## src/rtl/core/tcw_queue.sv

```systemverilog
module tcw_queue #(
  parameter int DATA_W = 8
) (
  input  logic              clk,
  input  logic              rst,
  input  logic              in_valid,
  output logic              in_ready,
  input  logic [DATA_W-1:0] in_data,
  output logic              out_valid,
  input  logic              out_ready,
  output logic [DATA_W-1:0] out_data
);

  logic [DATA_W-1:0] slot [2];
  logic              wr_ptr;
  logic              rd_ptr;
  logic [1:0]        count;
  logic              push;
  logic              pop;

  assign in_ready  = (count != 2'd2);
  assign out_valid = (count != 2'd0);
  assign out_data  = slot[rd_ptr];
  assign push      = in_valid && in_ready;
  assign pop       = out_valid && out_ready;

  // two-entry ring between front and back
  always_ff @(posedge clk) begin
    if (rst) begin
      wr_ptr <= 1'b0;
      rd_ptr <= 1'b0;
      count  <= 2'd0;
    end else begin
      if (push) begin
        wr_ptr <= ~wr_ptr;
      end
      if (pop) begin
        rd_ptr <= ~rd_ptr;
      end
      if (push && !pop) begin
        count <= count + 2'd1;
      end else if (pop && !push) begin
        count <= count - 2'd1;
      end
    end
  end

  // payload storage
  always_ff @(posedge clk) begin
    if (push) begin
      slot[wr_ptr] <= in_data;
    end
  end

endmodule

```

## config.mk

```make
export PLATFORM = sky130hd
export DESIGN_NAME = tcw_queue
export DESIGN_NICKNAME = d
export VERILOG_FILES = /design/src/rtl/core/tcw_queue.sv
export SDC_FILE = /design/constraint.sdc
export NUM_CORES = 1
export LEC_CHECK = 0
export ABC_AREA = 1
export BUFFER_PORTS_ARGS = -buffer_cell sky130_fd_sc_hd__buf_2
export CAP_MARGIN = 15
export CORE_UTILIZATION = 45
export DETAILED_ROUTE_END_ITERATION = 10
export GPL_TIMING_DRIVEN = 0
export PLACE_DENSITY = 0.73
export SLEW_MARGIN = 20
export SYNTH_ARGS = -nofsm -noshare
export SYNTH_HDL_FRONTEND = slang
export SYNTH_SLANG_ARGS = --single-unit
```

## constraint.sdc

```tcl
create_clock -name clk -period 2.48 [get_ports clk]
set_input_delay 0.124 -clock clk [delete_from_list [all_inputs] [get_ports clk]]
set_output_delay 0.124 -clock clk [all_outputs]
set_load 0.05 [all_outputs]
```

# Word-level counts from Yosys, hierarchy flattened

Memories as Yosys holds them, arrays and structs flattened. A register that Yosys moved wholly into a read port is not among the register bits.
Cells that the tools add are included.

Flip-flop bits (word level): 4
RAM bits: 16
Output and inout port bits: 10
Memories: 1

Memories:

| name | words | width | read ports | clocked after Yosys merged registers in | write ports | line | RTL |
|---|---|---|---|---|---|---|---|
| slot | 2     | 8     | 1          | 1                                       | 1           | 14   | `logic [DATA_W-1:0] slot [2];` |

Add/sub/neg operators: 2
Equality and inequality tests: 1
Muxes and demuxes: 6
Bitwise logic cells: 2
Reduce and logical (&&, ||, !) cells: 8

Operators with widths:

| operator            | number |
|---|---|
| $logic_and 1x1->1   | 4 |
| $mux 1              | 4 |
| $mux 2              | 2 |
| $reduce_bool 2->1   | 2 |
| $add 2x1->2 const B | 1 |
| $logic_not 1->1     | 2 |
| $ne 2x2->1 const B  | 1 |
| $not 1->1           | 2 |
| $sub 2x1->2 const B | 1 |

# Longest topological paths before layout

Word-level depth: 6
Gate-level depth with buffers: 11
Gate-level depth less buffers: 11

# Worst setup path after synthesis

Ideal clock, no wire load.

Path kind: register to register
Start: register count[0]
End: memory slot[1][0], enable pin
Library setup time: 370 ps
Data arrival time: 1092 ps
Data required time: 2110 ps
Path slack: 1017 ps
Stages on the path, launching flop included: 5
Path through: dfxtp_1 > inv_2 > nand2_2 > nand2_4 > nor2_1

Longest elaborated chain between the ends: 4

Ends and longest elaborated chain:

| what                         | line | RTL |
|---|---|---|
| start: declaration           | 17   | `logic [1:0] count;` |
| start signal: assignment     | 41   | `count <= count + 2'd1;` |
| start signal: assignment     | 43   | `count <= count - 2'd1;` |
| $ne 2x2->1                   | 21   | `assign in_ready = (count != 2'd2);` |
| via in_ready                 | 7    | `output logic in_ready,` |
| $logic_and 1x1->1            | 24   | `assign push = in_valid && in_ready;` |
| $mux 1                       | 50   | `if (push) begin` |
| $mux 1 (not written as such) | 51   | `slot[wr_ptr] <= in_data;` |
| end: declaration             | 14   |  |

The timed path passes the listed nets, and every way through them passes these cells.

# Worst setup path after layout

Start: register count[0]
End: memory slot[1][0], enable pin

Longest elaborated chain between the ends: 4

Ends and longest elaborated chain:

| what                         | line |
|---|---|
| $ne 2x2->1                   | 21 |
| $logic_and 1x1->1            | 24 |
| $mux 1                       | 50 |
| $mux 1 (not written as such) | 51 |

No other way between the ends.

==> reports/results.tsv <==
stage	metric	value	unit
yosys	library cells used by synthesis	16	
clocking	Post-CTS Resized	0	
pwr	Lkg Pwr	0.413	nW
flow_run	number of max-cap violations	0	
die	die area	2030	um^2
yosys	Yosys warnings	0	
timing	final worst path period share	58.5	%
cells_and_area	final net count	101	
routing	routed len/inst	9.65	um
critical_path	slowest stage delay, CP	0.53	ns
clocking	hold_buf cts	0	
global_route	pin count of the biggest net entering global routing	12	
clocking	CTS tree	done	
clocking	H-Tree Depth	1	
die	io pins	22	
die	chip height	45.1	um
yosys	Avg Cell Area, Syn	13.5	um^2
routing	DR DRC count	0	
timing	crit path time final	1.45	ns
pwr	PD cells	1110	nW/um^2
critical_path	critical path class	reg2reg	
clocking	clock sinks	21	
yosys	count leader, synth	edfxtp_1	
min_path	hold depth	1	
placed_design	Detailed Place HPWL	813	um
critical_path	R2R cell count	4	
global_route	met2 Use GR	21.2	%
yosys	largest cells by area after synthesis	edfxtp_1 (58%), dfxtp_1 (12%), mux2_2 (11%)	
cells_and_area	Final Instance Area	997	um^2
critical_path	CP max-delay cell	nor2_1	
global_route	GR peak layer	met2	
die	Initial Util	48.3	%
pwr	Worst VDD drop	0.000606	V
global_route	met1 usage	13.2	%
timing	Slew @ Worst Pin	0.685	ns
yosys	Post-synth ARST share	0	%
timing	worst clock skew	0.000627	ns
routing	initial DRC count	10	
routing	vias	511	
clocking	clock root buffer	clkbuf_4	
timing	Final Hold Fails	0	
clocking	Setup Buffers After CTS	0	
cells_and_area	P&R area growth vs syn	19.5	%
critical_path	crit path DAT	1.38	ns
clocking	Clock Latency Late Sink	0.28	ns
placed_design	GPL Wtd Cong	0.709	
timing	max-slew violations	0	
critical_path	CP endpoint kind	flop	
critical_path	CP max FO	8	
global_route	GRT Residual Overflow	0	
placed_design	Port Buffers	21	
cells_and_area	layout cells sized above 1	43.7	%
global_route	grt met3 use	3.20	%
yosys	number of synthesized register bits	21	
timing	fmax	689	MHz
routing	post-route antenna net violation count	0	
die	num rows	15	
placed_design	placed cell areas	971	um^2
timing	Max-slew headroom	54.1	%
critical_path	worst endpoint required time	2.41	ns
global_route	total global routing track utilization	12.2	%
status	status	finished clean	
yosys	largest area contributor in the netlist	edfxtp_1	
routing	total wire length	1.08	mm
clocking	CTS max path bufs	2	
routing	DR vias/cell	4.56	
global_route	vias in the first global route	474	
timing	setup total negative slack	0	ns
die	Chip Width	45.1	um
min_path	min-delay worst type	in2reg	
clocking	Clock Pin Slew Worst Setup and Hold Paths	0.10	ns
die	Core Area	1730	um^2
yosys	post-synth top area share	57.6	%
cells_and_area	n_diodes	0	
routing	DRT Pass-1 Iters	4	
yosys	most frequent cells after synthesis	edfxtp_1 (16), mux2_2 (8), nor2_1 (7)	
yosys	sequential fraction of the synthesis area	69.6	%
yosys	synthesized instance count	62	
clocking	total CTS buffers	3	
timing	RSZ-0062 raised after global routing	false	
yosys	Post-Syn Nets	75	
critical_path	CP startpoint kind	flop	
yosys	EDFF count, synth	16	
timing	Final setup viols	0	
global_route	first-pass GRT wire length	1.75	mm
yosys	synthesized area	835	um^2
critical_path	critical-path cell list	inv_2 -> nand2_2 -> nand2_4 -> nor2_1	
global_route	initial antenna violation count	0	
yosys	Synth Flop Type	edfxtp_1	
[area by class of cell]
class	count	area, um^2
plain buffers	1	11.3
clock buffers	4	26.3
fillers	163	729
inverters	8	31.3
multi-input cells	32	211
flip-flops and latches	21	581
well taps	25	31.3
repair buffers	21	105
[path summary, 6_finish.rpt]
kind,startpoint,to,slack [ns]
worst min-delay path,in_data[2],slot[1][2],0.02
worst min register to register,wr_ptr,wr_ptr,0.52
worst max register to register,count[0],slot[1][0],1.03
worst max-delay path,count[0],slot[1][0],1.03
[worst max-delay path: cells and delay by family (launching register included)]
kind	cells	cell delay, ns
flip-flops	1	0.36
AND/OR/NAND/NOR	3	0.67
buffers and inverters	1	0.07
[metal layers]
metal / wire length (um) / part of all wire, %
met5: 0 / 0
met4: 6 / 0.56
met3: 61 / 5.6
met2: 559 / 52
met1: 454 / 42
[kinds of logic (layout without fill, tap and decap cells)]
family | Yosys count | after routing | synth area share (%)
AOI/OAI and AO/OA | 4 | 4 | 2.40
adders and majority gates | 1 | 1 | 1.50
buffers and inverters | 9 | 34 | 5.10
DFF | 21 | 21 | 69.6
muxes | 8 | 8 | 10.8
and+or+nand+nor | 19 | 19 | 10.6
[stage by stage]
step	total power [mW]	worst slack [ns]	utilization, %	instances	hold slack (ns)
after floorplan	0.876	1.02	-	62	0.223
after global placement	0.961	1.04	56.2	108	0.311
after detailed placement	0.969	1.02	56.2	108	0.315
after CTS	1.12	1.00	57.8	112	0.00862
after global routing	1.17	0.918	57.8	112	0.00475
final	1.11	1.03	57.8	112	0.0184
[power by group]
| group | leakage, nW | total [mW] | internal, mW | switching, mW |
|---|---|---|---|---|
| Combinational | 0.207 | 0.486 | 0.139 | 0.346 |
| Sequential | 0.191 | 0.473 | 0.449 | 0.0234 |
| Clock | 0.0150 | 0.150 | 0.0625 | 0.0872 |
[state kept, by name, indices dropped and copies added (netlist names), named ones only]
register / cells
rd_ptr: 1
slot: 16
count: 2
wr_ptr: 1
[placed cells by master (no fill, tap or decap), types with 2 or more instances in the layout]
cell type,synthesis,routed
buf_2,0,21
edfxtp_1,16,16
mux2_2,8,8
nor2_1,7,7
inv_1,6,6
nand2_1,6,6
dfxtp_1,5,5
clkbuf_4,0,3
nand2_2,2,2
o21ai_0,2,2
a21oi_1,2,2
nand3_1,2,2
Note: power is estimated with default switching activity, not from simulation.
