$ cat config.mk
export PLATFORM = sky130hd
export DESIGN_NAME = tcw_front
export DESIGN_NICKNAME = d
export VERILOG_FILES = /design/src/rtl/core/tcw_pkg.sv /design/src/rtl/core/tcw_front.sv
export SDC_FILE = /design/constraint.sdc
export NUM_CORES = 1
export LEC_CHECK = 0
export ABC_CLOCK_PERIOD_IN_PS = 3900
export BUFFER_PORTS_ARGS = -buffer_cell sky130_fd_sc_hd__buf_2
export CAP_MARGIN = 20
export CORE_AREA = 2 2 46 48
export DETAILED_ROUTE_END_ITERATION = 8
export DIE_AREA = 0 0 48 50
export PLACE_DENSITY = 0.76
export SLEW_MARGIN = 40
export SYNTH_ARGS = -nofsm -noshare
export SYNTH_HDL_FRONTEND = slang
export SYNTH_SLANG_ARGS = --single-unit
$ cat constraint.sdc
create_clock -name clk -period 3.9 [get_ports clk]
set_input_delay 0 -clock clk [delete_from_list [all_inputs] [get_ports clk]]
set_output_delay 0 -clock clk [all_outputs]
set_load 0.03 [all_outputs]
$ cat src/rtl/core/tcw_pkg.sv
package tcw_pkg;

  // screen geometry defaults
  localparam int COLUMNS_DEFAULT = 80;
  localparam int LINES_DEFAULT   = 25;

  // field widths of the stream payload
  localparam int MODE_W       = 2;
  localparam int CHAR_W       = 8;
  localparam int CELL_INDEX_W = 11;
  localparam int CELL_W       = 16;
  localparam int ROW_OUT_W    = 5;
  localparam int COL_OUT_W    = 7;
  localparam int IN_DATA_W    = 24;
  localparam int OUT_DATA_W   = 32;

  // mode codes on the input side
  localparam logic [MODE_W-1:0] MODE_PUT   = 2'd0;
  localparam logic [MODE_W-1:0] MODE_CLEAR = 2'd1;
  localparam logic [MODE_W-1:0] MODE_READ  = 2'd2;

  // character codes and cell values
  localparam logic [CHAR_W-1:0] NEWLINE_CODE = 8'h0A;
  localparam logic [CHAR_W-1:0] SPACE_CODE   = 8'h20;
  localparam logic [CHAR_W-1:0] ATTR_RESET   = 8'h0A;
  localparam logic [CELL_W-1:0] RESET_BLANK  = {ATTR_RESET, SPACE_CODE};

  // work codes handed from front to back
  typedef enum logic [2:0] {
    OP_CHAR,
    OP_NEWLINE,
    OP_CLEAR,
    OP_READ,
    OP_NOP
  } tcw_op_t;

  localparam int OP_W = $bits(tcw_op_t);

endpackage

$ cat src/rtl/core/tcw_front.sv
module tcw_front #(
  parameter int COLUMNS = tcw_pkg::COLUMNS_DEFAULT,
  parameter int LINES   = tcw_pkg::LINES_DEFAULT,
  localparam int CELL_COUNT = COLUMNS * LINES,
  localparam int AW = $clog2(CELL_COUNT)
) (
  input  logic                              clk,
  input  logic                              rst,
  input  logic                              enable,
  input  logic                              s_valid,
  output logic                              s_ready,
  input  logic [tcw_pkg::MODE_W-1:0]        s_mode,
  input  logic [tcw_pkg::CHAR_W-1:0]        s_char,
  input  logic [tcw_pkg::CELL_INDEX_W-1:0]  s_index,
  output logic                              cmd_valid,
  input  logic                              cmd_ready,
  output tcw_pkg::tcw_op_t                  cmd_op,
  output logic [tcw_pkg::CHAR_W-1:0]        cmd_char,
  output logic [AW-1:0]                     cmd_addr
);

  localparam int IDXW = (AW > tcw_pkg::CELL_INDEX_W) ? AW : tcw_pkg::CELL_INDEX_W;

  logic              accept;
  logic [IDXW-1:0]   index_wide;
  logic              index_ok;
  tcw_pkg::tcw_op_t  op_next;

  assign s_ready    = enable && (!cmd_valid || cmd_ready);
  assign accept     = s_valid && s_ready;
  assign index_wide = IDXW'(s_index);
  assign index_ok   = (index_wide < IDXW'(CELL_COUNT));

  // classify the incoming item
  always_comb begin
    case (s_mode)
      tcw_pkg::MODE_PUT: begin
        op_next = (s_char == tcw_pkg::NEWLINE_CODE) ? tcw_pkg::OP_NEWLINE
                                                    : tcw_pkg::OP_CHAR;
      end
      tcw_pkg::MODE_CLEAR: begin
        op_next = tcw_pkg::OP_CLEAR;
      end
      tcw_pkg::MODE_READ: begin
        op_next = index_ok ? tcw_pkg::OP_READ : tcw_pkg::OP_NOP;
      end
      default: begin
        op_next = tcw_pkg::OP_NOP;
      end
    endcase
  end

  // one staged command
  always_ff @(posedge clk) begin
    if (rst) begin
      cmd_valid <= 1'b0;
    end else if (accept) begin
      cmd_valid <= 1'b1;
    end else if (cmd_ready) begin
      cmd_valid <= 1'b0;
    end
  end

  always_ff @(posedge clk) begin
    if (accept) begin
      cmd_op   <= op_next;
      cmd_char <= s_char;
      cmd_addr <= AW'(index_wide);
    end
  end

endmodule

; ---- Word level (Yosys, flattened, before mapping)
; Cells that the tools add are included.
[op_classes]
n_lt_le_gt_ge = 1
reduce_logical = 6
eq_ne = 3
mux = 5
[op_table]
columns = op, n
row1 = "less-than comparator 11 bit, second input constant", 1
row2 = case mux 3 bit (3 select lines), 1
row3 = "== test 8 x 4 -> 1 bit, second input constant", 1
row4 = two-way mux 1 bit, 3
row5 = two-way mux 3 bit, 1
row6 = "== test 2 x 1 -> 1 bit, second input constant", 1
row7 = "== test 2 bit, second input constant", 1
row8 = logical AND 1 bit, 2
row9 = logical NOT 2 bit, 1
row10 = nonzero test 2 bit, 1
row11 = logical NOT 1 bit, 1
row12 = logical OR 1 bit, 1
[word_totals]
elab_cells = 19
register_bits = 23
output_inout_bits = 24
inputBits = 26

; ---- Logic depth before layout (Yosys ltp)
; Gate-level depths: netlist (run 1).
[logic_depth]
depth_word = 5
depth_mapped = 3
mapped_depth_nobuf = 3

; ---- Worst setup path before layout (run 1)
; No wires, ideal clock.
[synth_path]
kind = register to register
from = register cmd_valid
to = register cmd_addr[0] (enable)
t_arrival_ns = 1.150
required_ns = 3.519
setup_slack_ns = 2.370
setup_ns = 0.381
period_less_slack_ns = 1.530
stages_incl_launch_ff = 3
path_buffers = 0
path_cell_list = dfxtp_1 -> nand2b_1 -> and3_1
[synth_between]
elab_chain_cells = 4
[synth_rtl]
columns = element, line_no
row1 = start: declaration, tcw_front.sv:15  ; output logic cmd_valid,
row2 = start signal: assignment, tcw_front.sv:56  ; cmd_valid <= 1'b0;
row3 = start signal: assignment, tcw_front.sv:58  ; cmd_valid <= 1'b1;
row4 = start signal: assignment, tcw_front.sv:60  ; cmd_valid <= 1'b0;
row5 = logical NOT 1 bit, tcw_front.sv:29  ; assign s_ready = enable && (!cmd_valid || cmd_ready);
row6 = logical OR 1 bit, tcw_front.sv:29
row7 = logical AND 1 bit, tcw_front.sv:29
row8 = logical AND 1 bit, tcw_front.sv:30  ; assign accept = s_valid && s_ready;
row9 = via accept, tcw_front.sv:24  ; logic accept;
row10 = end signal: assignment, tcw_front.sv:68  ; cmd_addr <= AW'(index_wide);
row11 = end: declaration, tcw_front.sv:19  ; output logic [AW-1:0] cmd_addr
; The timed path passes the listed nets, and every way through them passes these cells.
; A chain may end at the register's enable or synchronous reset.

; ---- Worst setup path in the final report (run 1)
[layout_path]
from = register cmd_valid
to = register cmd_char[6] in the netlist's numbering (enable)
[layout_between]
elab_chain_cells = 4
[layout_rtl]
columns = element, line_no
row1 = logical NOT 1 bit, tcw_front.sv:29
row2 = logical OR 1 bit, tcw_front.sv:29
row3 = logical AND 1 bit, tcw_front.sv:29
row4 = logical AND 1 bit, tcw_front.sv:30
row5 = via accept, tcw_front.sv:24
row6 = end signal: assignment, tcw_front.sv:67  ; cmd_char <= s_char;
row7 = end: declaration, tcw_front.sv:18  ; output logic [tcw_pkg::CHAR_W-1:0] cmd_char,
; The timed path passes the listed nets, and every way through them passes these cells.

==> results.py, run 1 <==
metrics = {
    "yosys": {
        "synth-seq-area-share_pct": 87.3,
        "yosysWarningCount": 0,
        "synth_top_family_by_area": "simple AND/OR/NAND/NOR gates",
        "synthSimpleGateAreaFrac_pct": 7.87,
        "synth_mux_area_share_pct": 1.28,
        "yosys.cell_types.count": 15,
        "syn_nets": 64,
        "synthesis.area_um2": 779,
        "syn_area_per_cell_um2": 20.5,
        "synth_xor_area_share_pct": 0,
        "ys_ff_latch": 23,
        "synth_fa_ha_area_share_pct": 0,
        "syn_inst": 38,
        "synth_compound_area_share_pct": 3.53,
    },
    "setup_path": {
        "worst_r2r_path_depth": 2,
        "cp-start-kind": "flip-flop",
        "worstPathRequired_ns": 3.85,
        "arrival_ns": 1.24,
        "reg2reg_slack_ns": 2.61,
        "crit_path_end_kind": "flip-flop",
        "r2r_end": "cmd_char[6]",
        "path_class": "reg -> reg",
        "worstReg2RegStart": "cmd_valid",
        "cp_max_fo": 22,
    },
    "cts": {
        "clock_path_buffers": 2,
        "cts_setup_buffers": 0,
        "clk_pin_slew_ns": 0.12,
        "cts_max_level": 1,
        "cts_tree": "done",
        "cts_sinks": 23,
        "cts_buffers": 3,
        "worstSkewPairLatency_ns": 0.29,
        "cts-root-buf": "clkbuf_4",
    },
    "drt": {
        "firstDrtPassIters": 4,
        "route.detailed.drc": 0,
        "via_per_inst": 4.42,
        "postRouteAntennaNets": 0,
        "via_count": 614,
        "wirelength_mm": 1.79,
        "wl_per_cell_um": 12.9,
        "drt_iter0_drc": 9,
    },
    "global_routing": {
        "grt-ovfl-total": 0,
        "top_usage_layer": "met2",
        "use_met3_pct": 2.93,
        "grt_pass1_vias": 548,
        "grt_pass1_wl_mm": 2.51,
        "met1_usage_pct": 15.7,
        "grt_max_degree": 23,
        "antenna_found_initial": 0,
        "met2_usage_pct": 28.2,
        "grt_usage_pct": 15.2,
    },
    "flow_run": {
        "maxCapViolations": 0,
    },
    "place": {
        "place_area_um2": 1060,
        "gp_congestion": 0.669,
        "port-buffer-count": 49,
    },
    "die": {
        "die_h_um": 50,
        "fp.dieW_um": 48,
        "start_util_pct": 41.0,
        "boundaryPins": 50,
        "num_rows": 16,
        "core_um2": 1900,
        "die_area_um2": 2400,
    },
    "sta": {
        "worstMarginPinSlew_ns": 0.480,
        "max_slew_margin_pct": 68.0,
        "setup_viol": 0,
        "maxClockFrequency_mhz": 773,
        "fin_crit_ns": 1.29,
        "drv_slew": 0,
        "finalCritPeriodShare_pct": 33.2,
        "hold_viol": 0,
        "tns_ns": 0,
        "rsz0062_at_grt": "false",
        "finClkSkew_ns": 0.00305,
    },
    "cells_and_area": {
        "fin_area_um2": 1300,
        "drive_above_1_share_pct": 48.2,
        "final_util_pct": 68.2,
        "area_growth_pct": 66.3,
        "n_antenna_cell": 0,
        "nets": 139,
    },
    "pwr": {
        "power_density_nw_per_um2": 357,
        "ir_drop_v": 0.000217,
        "p_leak_nw": 0.542,
    },
    "min_path": {
        "hold_path.class": "in -> reg",
        "hold_end": "cmd_op[0]",
        "hold_start": "s_mode[0]",
        "whs_path_depth": 2,
    },
    "outcome": {
        "outcome": "finished clean",
    },
}
## what timing repair did
item                      CTS  global route
hold buffers               21             0
hold endpoints to repair   20             0
resized for setup           0             0
## metrics by stage
step	cells	hold slack, ns	total power [mW]	worst slack, ns
2_1_floorplan	38	0.0691	0.323	2.37
5_1_grt	139	0.0300	0.476	2.53
4_1_cts	139	0.0161	0.463	2.31
3_3_place_gp	114	0.156	0.348	2.39
3_5_place_dp	114	0.172	0.349	2.33
6_report	139	0.0191	0.462	2.61
## critical path, cell delays in order (launching register included)
cell and delay (ns):
dfxtp_1 0.34, nand2b_1 0.10, and3_2 0.51
## where the power goes
group          leakage, nW  switching (mW)  internal, mW
logic                0.313          0.0415        0.0328
clock network       0.0150          0.0623        0.0397
registers            0.214         0.00271         0.283
total                0.542           0.106         0.356
## logic make-up after synthesis
kind of cell,after synthesis
flip-flops,23
multiplexers,1
AO/OA/AOI/OAI,5
AND/OR/NAND/NOR,9
## cell usage in the layout, fill, tap and decap left out
cell type,synthesis,final
nor4_2,1,1
and2_1,1,1
o21a_1,1,1
edfxtp_1,22,22
nand4_1,1,1
and3_2,0,1
nor2_1,1,1
mux2i_1,1,1
dfxtp_1,1,1
nor3b_1,1,1
buf_2,0,49
a21oi_1,2,2
nand2_1,1,1
clkbuf_1,0,1
nand2b_1,1,1
o21ai_0,2,2
nand4b_1,1,1
clkbuf_4,0,3
dlygate4sd3_1,0,21
## registers in the layout, indices dropped and copies added, names as in the netlist
| register | count |
|---|---|
| cmd_addr | 11 |
| cmd_char | 8 |
| cmd_op | 3 |
| cmd_valid | 1 |
## routing by layer
metal | up-vias | wire, um
li1 | 299 | -
met1 | 274 | 676
met2 | 39 | 950
met3 | 2 | 144
met4 | 0 | 16
met5 | - | 0
## cells in the mapped netlist
| cell type | count | area share (%) |
|---|---|---|
| nand2_1 | 1 | 0.48 |
| o21a_1 | 1 | 0.96 |
| nor4_2 | 1 | 1.6 |
| and3_1 | 1 | 0.80 |
| edfxtp_1 | 22 | 85 |
| nand4b_1 | 1 | 1.1 |
| dfxtp_1 | 1 | 2.6 |
| nor3b_1 | 1 | 0.96 |
| nand4_1 | 1 | 0.80 |
| and2_1 | 1 | 0.80 |
| nor2_1 | 1 | 0.48 |
| a21oi_1 | 2 | 1.3 |
| o21ai_0 | 2 | 1.3 |
| nand2b_1 | 1 | 0.80 |
| mux2i_1 | 1 | 1.3 |
## area by class of cell
cell class                 count  area (um2)
timing repair buffer          70         455
fill                         120         606
tap                           27        33.8
multi-input combinational     15         100
sequential                    23         681
clock buffer                   4        26.3
## worst max-delay path by stage
stage / startpoint / to / slack (ns) / cells past startpoint
after floorplan: cmd_valid / cmd_addr[0] / 2.37 / 2
after global routing: cmd_valid / cmd_op[0] / 2.53 / 2
after detailed placement: cmd_valid / cmd_addr[3] / 2.33 / 2
after global placement: cmd_valid / cmd_addr[1] / 2.39 / 2
after CTS: cmd_valid / cmd_addr[3] / 2.31 / 2
final: cmd_valid / cmd_char[6] / 2.61 / 2
(Power assumes the default switching activity.)
==> run 2: changes to the inputs <==
--- a/config.mk
+++ b/config.mk
@@ -5,13 +5,13 @@
 export SDC_FILE = /design/constraint.sdc
 export NUM_CORES = 1
 export LEC_CHECK = 0
-export ABC_CLOCK_PERIOD_IN_PS = 3900
+export ABC_CLOCK_PERIOD_IN_PS = 1100
 export BUFFER_PORTS_ARGS = -buffer_cell sky130_fd_sc_hd__buf_2
 export CAP_MARGIN = 20
-export CORE_AREA = 2 2 46 48
+export CORE_AREA = 2 2 50 52
 export DETAILED_ROUTE_END_ITERATION = 8
-export DIE_AREA = 0 0 48 50
-export PLACE_DENSITY = 0.76
+export DIE_AREA = 0 0 52 54
+export PLACE_DENSITY = 0.68
 export SLEW_MARGIN = 40
 export SYNTH_ARGS = -nofsm -noshare
 export SYNTH_HDL_FRONTEND = slang
==> constraint.sdc (replaced) <==
create_clock -name clk -period 1.1 [get_ports clk]
set_input_delay 0 -clock clk [delete_from_list [all_inputs] [get_ports clk]]
set_output_delay 0 -clock clk [all_outputs]
set_load 0.03 [all_outputs]
==> run 2 against run 1 <==
Effect of this change:
- the flow now finishes with violations (negative hold slack)
- total power grew to 3.6 times the previous value
- sequential share of layout area is 1.8 points lower
- combinational power grew to 3.8 times the previous value
- largest cell class unchanged
- largest power group unchanged
==> results.py, run 2 (same netlist as run 1, synthesis figures left out) <==
metrics = {
    "outcome": {
        "outcome": "finished with violations",
        "violations": "negative hold slack",
    },
    "drt": {
        "wirelength_mm": 1.77,
        "wl_per_cell_um": 12.2,
        "via_count": 612,
        "via_per_inst": 4.22,
        "route.detailed.drc": 0,
        "firstDrtPassIters": 4,
        "postRouteAntennaNets": 0,
        "drt_iter0_drc": 6,
    },
    "die": {
        "die_h_um": 54,
        "fp.dieW_um": 52,
        "die_area_um2": 2810,
        "num_rows": 18,
        "boundaryPins": 50,
        "start_util_pct": 33.6,
        "core_um2": 2320,
    },
    "cells_and_area": {
        "final_util_pct": 58.1,
        "multi_input_area_um2": 123,
        "layout_common_cells": "buf_2, dlygate4sd3_1, edfxtp_1",
        "n_fill_cell": 175,
        "layout.cells.non_filler": 145,
        "area_growth_pct": 73.0,
        "top_regs": "cmd_addr x11, cmd_char x8, cmd_op x3",
        "final_common_cell": "buf_2",
        "nets": 142,
        "n_antenna_cell": 0,
        "drive_above_1_share_pct": 49.6,
        "largest_register_ffs": 11,
        "seq_area_um2": 684,
        "regMostFlops": "cmd_addr",
    },
    "pwr": {
        "p_total_mw": 1.64,
        "ir_drop_v": 0.000665,
        "power_density_nw_per_um2": 1220,
        "p_leak_nw": 0.559,
    },
    "place": {
        "gp_congestion": 0.672,
        "place_ws_ns": 0.0104,
        "port-buffer-count": 49,
        "dpl.cell_count": 117,
    },
    "sta": {
        "timing.hold.ws_ns": -0.00447,
        "max_slew_margin_pct": 84.5,
        "worstMarginPinSlew_ns": 0.229,
        "tns_ns": 0,
        "drv_slew": 0,
        "maxClockFrequency_mhz": 926,
        "setup_viol": 0,
        "hold_viol": 1,
        "fin_crit_ns": 1.08,
        "finClkSkew_ns": 0.00436,
        "fin_ws_ns": 0.0199,
        "finalCritPeriodShare_pct": 98.2,
    },
    "setup_path": {
        "cp_max_fo": 2,
        "cp-start-kind": "input pin",
        "critical_path.startpoint": "s_char[5]",
        "crit_path_end_kind": "flip-flop",
        "path_cells": "dlygate4sd3_1 > buf_2 > nor4_2 > nand4b_1 > a21oi_1",
        "worst_r2r_path_depth": 2,
        "slowest_delay_ns": 0.54,
        "path_class": "in -> reg",
        "reg2reg_slack_ns": 0.09,
        "arrival_ns": 1.23,
        "crit_end": "cmd_op[0]",
        "crit_slowest_cell": "dlygate4sd3_1",
        "r2r_end": "cmd_op[0]",
        "worstReg2RegStart": "cmd_valid",
        "worstPathRequired_ns": 1.25,
    },
    "cts": {
        "cts-root-buf": "clkbuf_4",
        "cts_max_level": 1,
        "clk_pin_slew_ns": 0.11,
        "worstSkewPairLatency_ns": 0.29,
        "cts_buffers": 3,
        "cts_sinks": 23,
        "cts_setup_buffers": 0,
        "cts_tree": "done",
        "clock_path_buffers": 2,
    },
    "global_routing": {
        "antenna_found_initial": 0,
        "grt_pass1_vias": 549,
        "grt_usage_pct": 11.8,
        "grt_max_degree": 13,
        "grt_pass1_wl_mm": 2.26,
        "grt-ovfl-total": 0,
    },
    "min_path": {
        "hold_path.class": "in -> reg",
        "hold_start": "cmd_ready",
    },
    "flow_run": {
        "maxCapViolations": 0,
    },
}
## run 2: critical path: cells and delay by family
family | cells | cell delay [ns]
buffers and inverters | 2 | 0.67
AND/OR/NAND/NOR | 2 | 0.41
AO/OA/AOI/OAI | 1 | 0.15
## run 2: area by class of cell
class / instances / area share, %
Timing Repair Buffer: 72 / 35.4
Sequential cell: 23 / 50.7
Clock buffer: 4 / 1.95
Multi-Input combinational cell: 16 / 9.09
Tap cell: 30 / 2.78
## run 2: per-stage QoR
stage | hold slack [ns] | area (um2)
after floorplan | 0.0594 | 796
after global routing | -0.0237 | 1350
after detailed placement | 0.153 | 1080
after global placement | 0.147 | 1080
final | -0.00447 | 1350
after CTS | -0.0231 | 1330
## run 2: worst min path at each step
stage / end / slack, ns / depth (start not counted)
CTS: cmd_valid / -0.02 / 3
global placement: cmd_valid / 0.15 / 2
floorplan: cmd_valid / 0.06 / 1
detailed placement: cmd_valid / 0.15 / 2
finish: cmd_valid / -0.004 / 3
global route: cmd_valid / -0.02 / 3
## run 2: power by group
part | internal, mW | switching [mW]
combinational | 0.129 | 0.152
clock | 0.141 | 0.211
sequential | 1.00 | 0.00912
## run 2: repair_timing
action                                  4_1_cts  5_1_grt
endpoints found under the hold margin        20        2
resized for setup                             0        4
hold buffers                                 22        1
endpoints found under the setup margin       22       14
pin swaps                                     0        0
cloned                                        1        0
## run 2: routing by layer
layer  vias to the layer above  routed length, um  share of wire (%)  track usage, %
li1                        310                  -                  -               -
met1                       270                703                 40            12.4
met2                        32                902                 51            21.1
met3                         0                159                9.0            4.17
met4                         0                  0                  0            5.26
met5                         -                  0                  0               0
